### config.mk
export PLATFORM = sky130hd
export DESIGN_NAME = decimal_entry_sum_median3
export DESIGN_NICKNAME = d
export VERILOG_FILES = /design/src/hdl/desm_pkg.sv /design/src/hdl/desm_front.sv /design/src/hdl/desm_queue.sv /design/src/hdl/desm_back.sv /design/src/hdl/decimal_entry_sum_median3.sv
export SDC_FILE = /design/constraint.sdc
export NUM_CORES = 1
export LEC_CHECK = 0
export ABC_AREA = 1
export BUFFER_PORTS_ARGS = -buffer_cell sky130_fd_sc_hd__buf_2
export CORE_UTILIZATION = 40
export DETAILED_ROUTE_END_ITERATION = 10
export GPL_TIMING_DRIVEN = 0
export PLACE_DENSITY = 0.58
export SLEW_MARGIN = 20
export SYNTH_ARGS = -nofsm -noshare
export SYNTH_HDL_FRONTEND = slang
export SYNTH_SLANG_ARGS = --single-unit
### constraint.sdc
create_clock -name clk -period 13.9 [get_ports clk]
set_input_delay 2.085 -clock clk [delete_from_list [all_inputs] [get_ports clk]]
set_output_delay 2.085 -clock clk [all_outputs]
set_load 0.02 [all_outputs]
### src/hdl/desm_pkg.sv
`default_nettype none

package desm_pkg;

    // Field widths.
    localparam int ACTION_W = 2;
    localparam int CHAR_W   = 8;
    localparam int VALUE_W  = 32;
    localparam int SUM_W    = 34;
    localparam int COUNT_W  = 2;

    // Default depth of the character buffer.
    localparam int DEFAULT_BUFFER_DEPTH = 32;

    // Entries in the history and in the command queue.
    localparam int HIST_DEPTH  = 3;
    localparam int QUEUE_DEPTH = 2;

    // Action codes of an input beat.
    localparam logic [ACTION_W-1:0] ACT_APPEND = 2'd0;
    localparam logic [ACTION_W-1:0] ACT_COMMIT = 2'd1;
    localparam logic [ACTION_W-1:0] ACT_CLEAR  = 2'd2;

    // Characters the parser classifies.
    localparam logic [CHAR_W-1:0] CHAR_SPACE   = 8'h20;
    localparam logic [CHAR_W-1:0] CHAR_TAB     = 8'h09;
    localparam logic [CHAR_W-1:0] CHAR_CR      = 8'h0D;
    localparam logic [CHAR_W-1:0] CHAR_PLUS    = 8'h2B;
    localparam logic [CHAR_W-1:0] CHAR_MINUS   = 8'h2D;
    localparam logic [CHAR_W-1:0] CHAR_ZERO    = 8'h30;
    localparam logic [CHAR_W-1:0] CHAR_NINE    = 8'h39;

    // Magnitude saturation point and the two saturated results.
    localparam logic [VALUE_W-1:0] MAG_CAP   = 32'h8000_0000;
    localparam logic [VALUE_W-1:0] VALUE_MAX = 32'h7FFF_FFFF;
    localparam logic [VALUE_W-1:0] VALUE_MIN = 32'h8000_0000;

    // Command passed from the parser to the history unit.
    typedef enum logic {
        CMD_PUSH,
        CMD_CLEAR
    } cmd_kind_t;

    typedef struct packed {
        cmd_kind_t          kind;
        logic [VALUE_W-1:0] value;
    } cmd_t;

endpackage

`default_nettype wire

### src/hdl/desm_front.sv
`default_nettype none

module desm_front #(
    parameter int BUFFER_DEPTH = desm_pkg::DEFAULT_BUFFER_DEPTH
) (
    input  wire logic                            clk,
    input  wire logic                            rst_n,
    input  wire logic                            in_valid,
    output logic                                 in_ready,
    input  wire logic [desm_pkg::ACTION_W-1:0]   action,
    input  wire logic [desm_pkg::CHAR_W-1:0]     char_code,
    output logic                                 push_valid,
    input  wire logic                            push_ready,
    output desm_pkg::cmd_t                       push_cmd
);
    import desm_pkg::*;

    localparam int CNT_W = $clog2(BUFFER_DEPTH + 1);
    localparam logic [CNT_W-1:0] CNT_LIMIT = CNT_W'(BUFFER_DEPTH);
    localparam int PROD_W = VALUE_W + 4;

    typedef enum logic [1:0] {
        PHASE_LEAD,
        PHASE_NUM,
        PHASE_STOP
    } phase_t;

    phase_t             phase_reg, phase_next;
    logic               neg_reg, neg_next;
    logic [VALUE_W-1:0] mag_reg, mag_next;
    logic [CNT_W-1:0]   cnt_reg, cnt_next;

    logic               accept;
    logic               is_digit;
    logic               is_space;
    logic               is_sign;
    logic [PROD_W-1:0]  mag_times_ten;
    logic [VALUE_W-1:0] mag_with_digit;
    logic [VALUE_W-1:0] value;

    // Every beat waits for room in the queue so that commands keep their order.
    assign in_ready = push_ready;
    assign accept   = in_valid && in_ready;

    // Character classes.
    assign is_digit = (char_code >= CHAR_ZERO) && (char_code <= CHAR_NINE);
    assign is_space = (char_code == CHAR_SPACE)
                   || ((char_code >= CHAR_TAB) && (char_code <= CHAR_CR));
    assign is_sign  = (char_code == CHAR_PLUS) || (char_code == CHAR_MINUS);

    // Multiply by ten as two shifts and an add, then saturate at the cap.
    assign mag_times_ten = (PROD_W'(mag_reg) << 3) + (PROD_W'(mag_reg) << 1)
                         + PROD_W'(char_code - CHAR_ZERO);
    assign mag_with_digit = (mag_times_ten >= PROD_W'(MAG_CAP)) ? MAG_CAP
                                                                : mag_times_ten[VALUE_W-1:0];

    // Signed, saturated value of the current parse.
    always_comb
    begin
        if (mag_reg[VALUE_W-1])
        begin
            value = neg_reg ? VALUE_MIN : VALUE_MAX;
        end
        else
        begin
            value = neg_reg ? (~mag_reg + 1'b1) : mag_reg;
        end
    end

    // Commit and clear become commands for the history unit.
    assign push_valid     = in_valid && ((action == ACT_COMMIT) || (action == ACT_CLEAR));
    assign push_cmd.kind  = (action == ACT_COMMIT) ? CMD_PUSH : CMD_CLEAR;
    assign push_cmd.value = value;

    // Parse state update.
    always_comb
    begin
        phase_next = phase_reg;
        neg_next   = neg_reg;
        mag_next   = mag_reg;
        cnt_next   = cnt_reg;
        if (accept)
        begin
            if ((action == ACT_COMMIT) || (action == ACT_CLEAR))
            begin
                phase_next = PHASE_LEAD;
                neg_next   = 1'b0;
                mag_next   = '0;
                cnt_next   = '0;
            end
            else if ((action == ACT_APPEND) && (cnt_reg < CNT_LIMIT))
            begin
                cnt_next = cnt_reg + 1'b1;
                unique case (phase_reg)
                    PHASE_LEAD:
                    begin
                        if (is_space)
                        begin
                            phase_next = PHASE_LEAD;
                        end
                        else if (is_sign)
                        begin
                            neg_next   = (char_code == CHAR_MINUS);
                            phase_next = PHASE_NUM;
                        end
                        else if (is_digit)
                        begin
                            mag_next   = mag_with_digit;
                            phase_next = PHASE_NUM;
                        end
                        else
                        begin
                            phase_next = PHASE_STOP;
                        end
                    end
                    PHASE_NUM:
                    begin
                        if (is_digit)
                        begin
                            mag_next = mag_with_digit;
                        end
                        else
                        begin
                            phase_next = PHASE_STOP;
                        end
                    end
                    PHASE_STOP:
                    begin
                        phase_next = PHASE_STOP;
                    end
                    default:
                    begin
                        phase_next = PHASE_STOP;
                    end
                endcase
            end
        end
    end

    always_ff @(posedge clk or negedge rst_n)
    begin
        if (!rst_n)
        begin
            phase_reg <= PHASE_LEAD;
            neg_reg   <= 1'b0;
            mag_reg   <= '0;
            cnt_reg   <= '0;
        end
        else
        begin
            phase_reg <= phase_next;
            neg_reg   <= neg_next;
            mag_reg   <= mag_next;
            cnt_reg   <= cnt_next;
        end
    end

endmodule

`default_nettype wire

### src/hdl/desm_queue.sv
`default_nettype none

module desm_queue (
    input  wire logic       clk,
    input  wire logic       rst_n,
    input  wire logic       push_valid,
    output logic            push_ready,
    input  wire desm_pkg::cmd_t push_cmd,
    output logic            pop_valid,
    input  wire logic       pop_ready,
    output desm_pkg::cmd_t  pop_cmd
);
    import desm_pkg::*;

    localparam int PTR_W = $clog2(QUEUE_DEPTH);
    localparam int CNT_W = $clog2(QUEUE_DEPTH + 1);

    cmd_t             entry_reg [QUEUE_DEPTH];
    logic [PTR_W-1:0] wr_ptr_reg, wr_ptr_next;
    logic [PTR_W-1:0] rd_ptr_reg, rd_ptr_next;
    logic [CNT_W-1:0] count_reg, count_next;
    logic             do_push;
    logic             do_pop;

    assign push_ready = (count_reg != CNT_W'(QUEUE_DEPTH));
    assign pop_valid  = (count_reg != '0);
    assign pop_cmd    = entry_reg[rd_ptr_reg];

    assign do_push = push_valid && push_ready;
    assign do_pop  = pop_valid && pop_ready;

    // Pointers wrap at the depth, which is a power of two.
    always_comb
    begin
        wr_ptr_next = do_push ? wr_ptr_reg + 1'b1 : wr_ptr_reg;
        rd_ptr_next = do_pop ? rd_ptr_reg + 1'b1 : rd_ptr_reg;
        count_next  = count_reg;
        if (do_push && !do_pop)
        begin
            count_next = count_reg + 1'b1;
        end
        else if (do_pop && !do_push)
        begin
            count_next = count_reg - 1'b1;
        end
    end

    always_ff @(posedge clk or negedge rst_n)
    begin
        if (!rst_n)
        begin
            wr_ptr_reg <= '0;
            rd_ptr_reg <= '0;
            count_reg  <= '0;
        end
        else
        begin
            wr_ptr_reg <= wr_ptr_next;
            rd_ptr_reg <= rd_ptr_next;
            count_reg  <= count_next;
        end
    end

    // Entry storage needs no reset.
    always_ff @(posedge clk)
    begin
        if (do_push)
        begin
            entry_reg[wr_ptr_reg] <= push_cmd;
        end
    end

endmodule

`default_nettype wire

### src/hdl/desm_back.sv
`default_nettype none

module desm_back (
    input  wire logic                                  clk,
    input  wire logic                                  rst_n,
    input  wire logic                                  pop_valid,
    output logic                                       pop_ready,
    input  wire desm_pkg::cmd_t                        pop_cmd,
    output logic                                       out_valid,
    input  wire logic                                  out_ready,
    output logic signed [desm_pkg::VALUE_W-1:0]        entered_value,
    output logic signed [desm_pkg::SUM_W-1:0]          history_sum,
    output logic signed [desm_pkg::VALUE_W-1:0]        history_median,
    output logic        [desm_pkg::COUNT_W-1:0]        history_count
);
    import desm_pkg::*;

    localparam logic [COUNT_W-1:0] COUNT_FULL = COUNT_W'(HIST_DEPTH);

    // History stage.
    logic signed [VALUE_W-1:0] hist_reg [HIST_DEPTH];
    logic [COUNT_W-1:0]        cnt_reg;
    logic                      s1_valid_reg;
    logic signed [VALUE_W-1:0] val_reg;

    // Output stage.
    logic                      out_valid_reg;
    logic signed [VALUE_W-1:0] out_value_reg;
    logic signed [SUM_W-1:0]   out_sum_reg;
    logic signed [VALUE_W-1:0] out_median_reg;
    logic [COUNT_W-1:0]        out_count_reg;

    logic                      out_load;
    logic                      s1_load;
    logic                      do_pop;
    logic signed [SUM_W-1:0]   term1;
    logic signed [SUM_W-1:0]   term2;
    logic signed [SUM_W-1:0]   sum_next;
    logic signed [VALUE_W-1:0] hi;
    logic signed [VALUE_W-1:0] lo;
    logic signed [VALUE_W-1:0] median_next;

    // Each stage loads when it is empty or its content moves on this cycle.
    assign out_load  = !out_valid_reg || out_ready;
    assign s1_load   = !s1_valid_reg || out_load;
    assign pop_ready = s1_load;
    assign do_pop    = pop_valid && pop_ready;

    // Sum of the valid entries; the newest is always valid behind a push.
    assign term1    = (cnt_reg >= 2'd2) ? SUM_W'(hist_reg[1]) : '0;
    assign term2    = (cnt_reg == COUNT_FULL) ? SUM_W'(hist_reg[2]) : '0;
    assign sum_next = SUM_W'(hist_reg[0]) + term1 + term2;

    // Median of up to three signed entries; the larger one of two.
    assign hi = (hist_reg[0] > hist_reg[1]) ? hist_reg[0] : hist_reg[1];
    assign lo = (hist_reg[0] > hist_reg[1]) ? hist_reg[1] : hist_reg[0];

    always_comb
    begin
        if (cnt_reg <= 2'd1)
        begin
            median_next = hist_reg[0];
        end
        else if (cnt_reg == 2'd2)
        begin
            median_next = hi;
        end
        else if (hist_reg[2] >= hi)
        begin
            median_next = hi;
        end
        else if (hist_reg[2] <= lo)
        begin
            median_next = lo;
        end
        else
        begin
            median_next = hist_reg[2];
        end
    end

    // History stage control: a push shifts in a value, a clear empties the count.
    always_ff @(posedge clk or negedge rst_n)
    begin
        if (!rst_n)
        begin
            s1_valid_reg <= 1'b0;
            cnt_reg      <= '0;
            hist_reg[0]  <= '0;
            hist_reg[1]  <= '0;
            hist_reg[2]  <= '0;
            val_reg      <= '0;
        end
        else if (s1_load)
        begin
            s1_valid_reg <= 1'b0;
            if (do_pop)
            begin
                unique case (pop_cmd.kind)
                    CMD_PUSH:
                    begin
                        s1_valid_reg <= 1'b1;
                        hist_reg[0]  <= pop_cmd.value;
                        hist_reg[1]  <= hist_reg[0];
                        hist_reg[2]  <= hist_reg[1];
                        val_reg      <= pop_cmd.value;
                        if (cnt_reg != COUNT_FULL)
                        begin
                            cnt_reg <= cnt_reg + 1'b1;
                        end
                    end
                    CMD_CLEAR:
                    begin
                        cnt_reg <= '0;
                    end
                    default:
                    begin
                        cnt_reg <= cnt_reg;
                    end
                endcase
            end
        end
    end

    // Output register.
    always_ff @(posedge clk or negedge rst_n)
    begin
        if (!rst_n)
        begin
            out_valid_reg <= 1'b0;
        end
        else if (out_load)
        begin
            out_valid_reg <= s1_valid_reg;
        end
    end

    always_ff @(posedge clk)
    begin
        if (out_load && s1_valid_reg)
        begin
            out_value_reg  <= val_reg;
            out_sum_reg    <= sum_next;
            out_median_reg <= median_next;
            out_count_reg  <= cnt_reg;
        end
    end

    assign out_valid      = out_valid_reg;
    assign entered_value  = out_value_reg;
    assign history_sum    = out_sum_reg;
    assign history_median = out_median_reg;
    assign history_count  = out_count_reg;

endmodule

`default_nettype wire

### src/hdl/decimal_entry_sum_median3.sv
`default_nettype none

// Decimal entry with a running sum and median of three. Each input beat carries
// an action: append a character, commit the number, or clear. Characters are
// parsed the way atoi does (leading whitespace skipped, one optional sign, stop
// at the first non-digit); characters beyond BUFFER_DEPTH are dropped. A commit
// yields one output beat with the value saturated to 32-bit signed, the exact sum
// and the median of the last one to three committed values, and their count.
// Append and clear yield no output beat. The block takes one input beat per
// cycle while the queue has room; the parser keeps its state in registers and
// hands commits and clears to the history unit through a two-entry queue. A
// commit's result passes through the queue entry, the history register and the
// output register in that order, and back-pressure on the output stalls the
// input only once the queue is full.
module decimal_entry_sum_median3 #(
    parameter int BUFFER_DEPTH = desm_pkg::DEFAULT_BUFFER_DEPTH
) (
    input  wire logic                                  clk,
    input  wire logic                                  rst_n,
    input  wire logic                                  in_valid,
    output logic                                       in_ready,
    input  wire logic        [desm_pkg::ACTION_W-1:0]  action,
    input  wire logic        [desm_pkg::CHAR_W-1:0]    char_code,
    output logic                                       out_valid,
    input  wire logic                                  out_ready,
    output logic signed      [desm_pkg::VALUE_W-1:0]   entered_value,
    output logic signed      [desm_pkg::SUM_W-1:0]     history_sum,
    output logic signed      [desm_pkg::VALUE_W-1:0]   history_median,
    output logic             [desm_pkg::COUNT_W-1:0]   history_count
);
    import desm_pkg::*;

    logic push_valid;
    logic push_ready;
    cmd_t push_cmd;
    logic pop_valid;
    logic pop_ready;
    cmd_t pop_cmd;

    // Parser front end.
    desm_front #(
        .BUFFER_DEPTH(BUFFER_DEPTH)
    ) u_front (
        .clk        (clk),
        .rst_n      (rst_n),
        .in_valid   (in_valid),
        .in_ready   (in_ready),
        .action     (action),
        .char_code  (char_code),
        .push_valid (push_valid),
        .push_ready (push_ready),
        .push_cmd   (push_cmd)
    );

    // Command queue between parser and history.
    desm_queue u_queue (
        .clk        (clk),
        .rst_n      (rst_n),
        .push_valid (push_valid),
        .push_ready (push_ready),
        .push_cmd   (push_cmd),
        .pop_valid  (pop_valid),
        .pop_ready  (pop_ready),
        .pop_cmd    (pop_cmd)
    );

    // History, sum and median.
    desm_back u_back (
        .clk            (clk),
        .rst_n          (rst_n),
        .pop_valid      (pop_valid),
        .pop_ready      (pop_ready),
        .pop_cmd        (pop_cmd),
        .out_valid      (out_valid),
        .out_ready      (out_ready),
        .entered_value  (entered_value),
        .history_sum    (history_sum),
        .history_median (history_median),
        .history_count  (history_count)
    );

`ifndef SYNTH
    // A result always covers at least the value just committed.
    assert property (@(posedge clk) disable iff (!rst_n)
        out_valid |-> (history_count != '0))
        else $error("result beat with an empty history");

    // With one entry, sum and median both equal the committed value.
    assert property (@(posedge clk) disable iff (!rst_n)
        (out_valid && (history_count == 2'd1)) |->
        ((history_median == entered_value)
         && (history_sum == SUM_W'(entered_value))))
        else $error("single-entry result does not match its value");

    // With two entries, the median is the larger one, so never below the newest.
    assert property (@(posedge clk) disable iff (!rst_n)
        (out_valid && (history_count == 2'd2)) |-> (history_median >= entered_value))
        else $error("two-entry median below the newest value");

    // An accepted commit or clear is waiting in the queue on the next cycle.
    assert property (@(posedge clk) disable iff (!rst_n)
        (in_valid && in_ready && ((action == ACT_COMMIT) || (action == ACT_CLEAR)))
        |=> pop_valid)
        else $error("command lost between parser and queue");
`endif

endmodule

`default_nettype wire

==> impl_metrics.env, run 1 <==
export IMPL_nets=3198
export IMPL_post_synth_fa_ha_maj_area_fraction=0.157
export IMPL_multi_input_comb_area_sq_um=12100
export IMPL_synthDominantAreaCellType="sky130_fd_sc_hd__edfxtp_1"
export IMPL_cts_hold_buf=0
export IMPL_i_o_pins=116
export IMPL_status="complete, no violations"
export IMPL_ff2ff_path_depth=23
export IMPL_synth_register_bits=311
export IMPL_final_hold_viol_count=0
export IMPL_setup_viol=0
export IMPL_post_synth_instance_area_sq_um=22300
export IMPL_synth_edff_count=166
export IMPL_synthMuxAreaShare=0
export IMPL_synthDistinctLibCells=53
export IMPL_maxCapViolations=0
export IMPL_cts_post_setup_buffers_inserted=0
export IMPL_dominant_combinational_cell_family_by_area_after_synthesis="simple AND/OR/NAND/NOR gates"
export IMPL_critical_path_startpoint_type="register"
export IMPL_number_of_placement_rows=86
export IMPL_synth_top_cells_by_area="sky130_fd_sc_hd__edfxtp_1 (22%), sky130_fd_sc_hd__dfrtp_1 (16%), sky130_fd_sc_hd__nand2_1 (13%), sky130_fd_sc_hd__ha_1 (9.9%), sky130_fd_sc_hd__fa_1 (5.7%)"
export IMPL_post_route_cells_drive_above_1_share=0.0815
export IMPL_wl_per_cell_um=18.3
export IMPL_area_sequential_sq_um=8610
export IMPL_initial_utilization=0.405
export IMPL_synth_compound_area_share=0.0952
export IMPL_critPathArrivalTime_ns=6.69
export IMPL_syn_instance_count=2782
export IMPL_dpl_cell_area_sq_um=24100
export IMPL_via_count=19190
export IMPL_netlist_area_leader_share=0.223
export IMPL_cts_resized=0
export IMPL_fin_skew_ns=0.0147
export IMPL_synth_simple_gate_area_share=0.253
export IMPL_flip_flop_cell_with_the_highest_count_after_synthesis="sky130_fd_sc_hd__edfxtp_1"
export IMPL_drt_antenna_violating_nets=0
export IMPL_finalSetupTns_ns=0
export IMPL_yosysWarningCount=0
export IMPL_min_path_type="reg2reg"
export IMPL_insertedDiodeCount=0
export IMPL_synth_most_common_cell="sky130_fd_sc_hd__nand2_1"
export IMPL_synth_net_count=3037
export IMPL_final_hold_worst_slack_ns=0.504
export IMPL_worstSkewPairLatency_ns=0.56
export IMPL_tritoncts="done"
export IMPL_final_cell_area_sq_um=25300
export IMPL_die_w_um=238
export IMPL_max_clock_freq_mhz=157
export IMPL_post_synth_cell_area_avg_sq_um=8.03
export IMPL_min_period_over_period=0.459
export IMPL_wirelength_um=67900
export IMPL_placeableCoreArea_sq_um=55100
export IMPL_worst_endpoint_required_ns=14.20
export IMPL_root_buffer="sky130_fd_sc_hd__clkbuf_16"
export IMPL_drt_iter0_markers=1277
export IMPL_dp_cells=3654
export IMPL_clock_pin_slew_worst_setup_and_hold_paths_ns=0.06
export IMPL_crit_path_end_kind="register"
export IMPL_crit_path_max_fanout=10
export IMPL_layout_area_overhead_vs_synth_pct=13.1
export IMPL_vias_in_the_first_global_route=19373
export IMPL_final_cell_count_no_fill=3718
export IMPL_worst_slew_pin_slew_ns=0.877
export IMPL_worst_hold_startpoint="u_front.cnt_reg[1]"
export IMPL_grt_overflow=0
export IMPL_grt_max_degree=57
export IMPL_synth_common_cells="sky130_fd_sc_hd__nand2_1 (787), sky130_fd_sc_hd__inv_1 (325), sky130_fd_sc_hd__nor2_1 (203), sky130_fd_sc_hd__ha_1 (177), sky130_fd_sc_hd__edfxtp_1 (166)"
export IMPL_cts_num_sinks=311
export IMPL_post_dp_hpwl_um=54400
export IMPL_max_slew_margin_rel=0.415
export IMPL_synth_seq_area_share=0.386
export IMPL_cts_buffers=35
export IMPL_gp_congestion=0.953
export IMPL_grt_setup_unrepaired="no"
export IMPL_nFillCells=5508
export IMPL_die_height_um=238
export IMPL_synth_async_sr_flop_share=0.466
export IMPL_slew_viol_final=0
export IMPL_design_die_area_sq_um=56800
export IMPL_cts_htree_levels=2
export IMPL_min_delay_path_depth=2
export IMPL_first_pass_grt_wire_length_um=106000
export IMPL_placement_io_buffers=115
export IMPL_overall_track_demand_over_capacity_in_global_routing=0.242
export IMPL_avgViaCountPerCell=5.16
export IMPL_synthXorXnorAreaFrac=0.0345
export IMPL_regToRegStartpoint="u_back.hist_reg[87]"
export IMPL_max_reg_flops=96
export IMPL_critical_path_startpoint="u_back.hist_reg[87]"
export IMPL_remaining_drc_errors=0
export IMPL_final_period_minus_worst_setup_slack_ns=6.39
export IMPL_worst_setup_path_type="reg2reg"
export IMPL_antenna_violations_before_repair=0
export IMPL_detail_route_first_pass_iterations=7
export IMPL_maximum_buffer_depth_of_the_clock_tree=3
==> critical path, stage by stage (launching register included) <==
cell                       delay (ns)
sky130_fd_sc_hd__dfrtp_1         0.58
sky130_fd_sc_hd__ha_1            0.32
sky130_fd_sc_hd__a21oi_1         0.26
sky130_fd_sc_hd__o21a_1          0.17
sky130_fd_sc_hd__nand2_1         0.09
sky130_fd_sc_hd__a21oi_2         0.26
sky130_fd_sc_hd__nand2_2         0.10
sky130_fd_sc_hd__nand2_4         0.16
sky130_fd_sc_hd__clkbuf_1        0.52
sky130_fd_sc_hd__nand4_1         0.19
sky130_fd_sc_hd__and2_1          0.21
sky130_fd_sc_hd__ha_1            0.29
sky130_fd_sc_hd__nand2_1         0.08
sky130_fd_sc_hd__nor2_1          0.22
sky130_fd_sc_hd__nand4_1         0.25
sky130_fd_sc_hd__nor4_2          0.56
sky130_fd_sc_hd__nand4_1         0.56
sky130_fd_sc_hd__nand3_2         0.41
sky130_fd_sc_hd__inv_2           0.19
sky130_fd_sc_hd__buf_2           0.28
sky130_fd_sc_hd__nand2_1         0.10
sky130_fd_sc_hd__nand3_1         0.08
sky130_fd_sc_hd__nand2_1         0.15
sky130_fd_sc_hd__nand2_1         0.08
==> metrics by stage <==
stage	worst slack, ns	utilization
floorplan	6.36	-
global placement	4.33	0.433
detailed placement	7.67	0.438
CTS	7.66	0.459
global route	7.42	0.459
finish	7.51	0.459
==> final cells by class <==
type,instances,share of cell area
Buffer,95,0.0173
Inverter,331,0.0492
Tap cell,748,0.0370
Timing Repair Buffer,124,0.0321
Clock inverter,21,0.00767
Clock buffer,43,0.0379
Multi-Input combinational cell,2045,0.478
Sequential cell,311,0.341
==> cell usage in the layout (no fill, tap or decap), types with 11 or more instances in the layout <==
cell type                   count
sky130_fd_sc_hd__ha_1         177
sky130_fd_sc_hd__buf_4         11
sky130_fd_sc_hd__a21oi_1      147
sky130_fd_sc_hd__xnor2_1       37
sky130_fd_sc_hd__and2_1        31
sky130_fd_sc_hd__nand4_1       93
sky130_fd_sc_hd__buf_2        133
sky130_fd_sc_hd__a31oi_1       37
sky130_fd_sc_hd__nor3_1        22
sky130_fd_sc_hd__clkbuf_16     36
sky130_fd_sc_hd__nand2_1      787
sky130_fd_sc_hd__inv_1        325
sky130_fd_sc_hd__xor2_1        51
sky130_fd_sc_hd__nand3_1      158
sky130_fd_sc_hd__clkbuf_1      65
sky130_fd_sc_hd__edfxtp_1     166
sky130_fd_sc_hd__o21ai_0      149
sky130_fd_sc_hd__nor2_1       200
sky130_fd_sc_hd__dfrtp_1      145
sky130_fd_sc_hd__fa_1          64
==> per-layer routing <==
layer | global-route usage | up-vias | part of all wire
met5 | 0 | - | 0
met4 | 0.106 | 0 | 0.044
met3 | 0.0345 | 145 | 0.051
met2 | 0.430 | 583 | 0.49
met1 | 0.289 | 8898 | 0.41
li1 | - | 9564 | -
==> final timing paths <==
| path | end | slack [ns] |
|---|---|---|
| worst max-delay path | u_back.history_median[30] | 7.51 |
| worst min-delay path | u_front.cnt_reg[1] | 0.50 |
| worst max register to register | u_back.history_median[30] | 7.51 |
| worst min register to register | u_front.cnt_reg[1] | 0.50 |
| max in group asynchronous | u_back.hist_reg[37] | 11.56 |
| min in group asynchronous | u_back.hist_reg[20] | 1.41 |
==> cells by family (layout without fill, tap and decap cells) <==
group	count (synthesis)	after routing
compound gates	389	389
xor+xnor	88	88
simple gates	1327	1327
flops	311	311
fa+ha+maj	241	241
buf+inv	426	614
Power of run 1 is left out: the tool's default activity adds up to more than one toggle a clock period on the data nets, which glitch-free logic cannot reach.
==> run 2: changes to the inputs <==
==> constraint.sdc (replaced) <==
create_clock -name clk -period 6.45 [get_ports clk]
set_input_delay 0.9675 -clock clk [delete_from_list [all_inputs] [get_ports clk]]
set_output_delay 0.9675 -clock clk [all_outputs]
set_load 0.02 [all_outputs]
==> run 2 against run 1 <==
Against the previous run:
- register-to-register slack got worse by 7.2 ns
- critical endpoint unchanged
- largest cell class unchanged
- final cell count unchanged
- design area is essentially flat
- critical path type unchanged
==> impl_metrics.env, run 2 (synthesis results as in run 1) <==
export IMPL_number_of_placement_rows=86
export IMPL_setup_viol=0
export IMPL_min_path_type="in2async"
export IMPL_max_clock_freq_mhz=162
export IMPL_worstSkewPairLatency_ns=0.56
export IMPL_gp_congestion=0.953
export IMPL_die_w_um=238
export IMPL_nFillCells=5507
export IMPL_cts_htree_levels=2
export IMPL_die_height_um=238
export IMPL_worst_setup_path_type="reg2reg"
export IMPL_detail_route_first_pass_iterations=8
export IMPL_min_period_over_period=0.955
export IMPL_overall_track_demand_over_capacity_in_global_routing=0.242
export IMPL_worst_endpoint_required_ns=6.75
export IMPL_tritoncts="done"
export IMPL_nets=3198
export IMPL_maximum_buffer_depth_of_the_clock_tree=3
export IMPL_multi_input_comb_area_sq_um=12100
export IMPL_critPathArrivalTime_ns=6.46
export IMPL_max_slew_margin_rel=0.394
export IMPL_insertedDiodeCount=0
export IMPL_final_period_minus_worst_setup_slack_ns=6.16
export IMPL_final_hold_viol_count=0
export IMPL_layout_common_cells="sky130_fd_sc_hd__nand2_1 (787), sky130_fd_sc_hd__inv_1 (325), sky130_fd_sc_hd__nor2_1 (200), sky130_fd_sc_hd__ha_1 (177), sky130_fd_sc_hd__edfxtp_1 (166)"
export IMPL_crit_path_end_kind="register"
export IMPL_vias_in_the_first_global_route=19373
export IMPL_critical_path_startpoint_type="register"
export IMPL_placeableCoreArea_sq_um=55100
export IMPL_cts_hold_buf=0
export IMPL_finish_utilization=0.459
export IMPL_cts_buffers=35
export IMPL_avgViaCountPerCell=5.16
export IMPL_maxCapViolations=0
export IMPL_design_die_area_sq_um=56800
export IMPL_post_dp_hpwl_um=54400
export IMPL_post_route_cells_drive_above_1_share=0.0815
export IMPL_initial_utilization=0.405
export IMPL_placement_io_buffers=115
export IMPL_dp_cells=3654
export IMPL_area_sequential_sq_um=8610
export IMPL_root_buffer="sky130_fd_sc_hd__clkbuf_16"
export IMPL_final_cell_count_no_fill=3718
export IMPL_antenna_violations_before_repair=0
export IMPL_drt_antenna_violating_nets=0
export IMPL_status="complete, no violations"
export IMPL_grt_overflow=0
export IMPL_wl_per_cell_um=18.3
export IMPL_via_count=19189
export IMPL_layout_commonest_cell="sky130_fd_sc_hd__nand2_1"
export IMPL_remaining_drc_errors=0
export IMPL_first_pass_grt_wire_length_um=106000
export IMPL_wirelength_um=67900
export IMPL_crit_path_max_fanout=10
export IMPL_drt_iter0_markers=1278
export IMPL_grt_max_degree=57
export IMPL_worst_slew_pin_slew_ns=0.910
export IMPL_cts_num_sinks=311
export IMPL_finalSetupTns_ns=0
export IMPL_cts_post_setup_buffers_inserted=0
export IMPL_slew_viol_final=0
export IMPL_i_o_pins=116
export IMPL_clock_pin_slew_worst_setup_and_hold_paths_ns=0.06
export IMPL_layout_area_overhead_vs_synth_pct=13.2
export IMPL_fin_skew_ns=0.0135
export IMPL_grt_setup_unrepaired="no"
export IMPL_max_reg_flops=96
==> run 2: cell counts in the layout (fill, tap and decap cells not counted) <==
No cell type changed its count.
==> run 2: layout make-up <==
class,instances,share of cell area
Buffer,95,0.0173
Clock buffer,43,0.0379
Clock inverter,21,0.00767
Inverter,331,0.0492
Multi-Input combinational cell,2045,0.478
Sequential cell,311,0.341
Tap cell,748,0.0370
Timing Repair Buffer,124,0.0321
==> run 2: critical path, cell delays in order (launching register included) <==
cell and delay [ns]:
sky130_fd_sc_hd__dfrtp_1 0.59, sky130_fd_sc_hd__ha_1 0.32, sky130_fd_sc_hd__a21oi_1 0.26, sky130_fd_sc_hd__o21a_1 0.17, sky130_fd_sc_hd__nand2_1 0.09, sky130_fd_sc_hd__a21oi_2 0.25, sky130_fd_sc_hd__nand2_2 0.10, sky130_fd_sc_hd__nand2_4 0.17
sky130_fd_sc_hd__clkbuf_1 0.51, sky130_fd_sc_hd__nand4_1 0.19, sky130_fd_sc_hd__and2_1 0.21, sky130_fd_sc_hd__ha_1 0.29, sky130_fd_sc_hd__nand2_1 0.08, sky130_fd_sc_hd__nor2_1 0.22, sky130_fd_sc_hd__nand4_1 0.29, sky130_fd_sc_hd__nor4_4 0.40
sky130_fd_sc_hd__nand4_1 0.48, sky130_fd_sc_hd__nand3_2 0.40, sky130_fd_sc_hd__inv_2 0.18, sky130_fd_sc_hd__buf_2 0.27, sky130_fd_sc_hd__nand2_1 0.10, sky130_fd_sc_hd__nand3_1 0.08, sky130_fd_sc_hd__nand2_1 0.15, sky130_fd_sc_hd__nand2_1 0.08
==> run 2: worst paths after layout <==
check,from,to,slack (ns),depth (start not counted)
max,u_back.hist_reg[87],u_back.history_median[30],0.29,23
min,rst_n,u_back.hist_reg[20],0.29,1
max reg2reg,u_back.hist_reg[87],u_back.history_median[30],0.29,23
min reg2reg,u_front.cnt_reg[1],u_front.cnt_reg[1],0.50,2
max in group asynchronous,rst_n,u_back.hist_reg[37],5.23,3
min in group clk,u_front.cnt_reg[1],u_front.cnt_reg[1],0.50,2
==> run 2: metal layers <==
metal,wire (um),GRT usage,up-vias
met5,0,0,-
li1,-,-,9564
met2,33400,0.430,589
met3,3550,0.0345,147
met1,28000,0.289,8889
met4,3010,0.106,0
==> run 2: per-stage QoR <==
step	setup WS, ns	hold slack (ns)	instance area, sq um
finish	0.290	0.293	25300
global route	0.166	0.304	25300
CTS	0.212	0.280	25300
detailed placement	0.221	0.493	24100
floorplan	0.0244	0.447	22300
global placement	-2.00	0.461	23800
==> run 2: repair_timing <==
item / CTS / global route
gates resized for setup: 0 / 1
endpoints found under the hold margin: 0 / 0
endpoints found under the setup margin: 0 / 3
Power of run 2 is left out for the same reason.
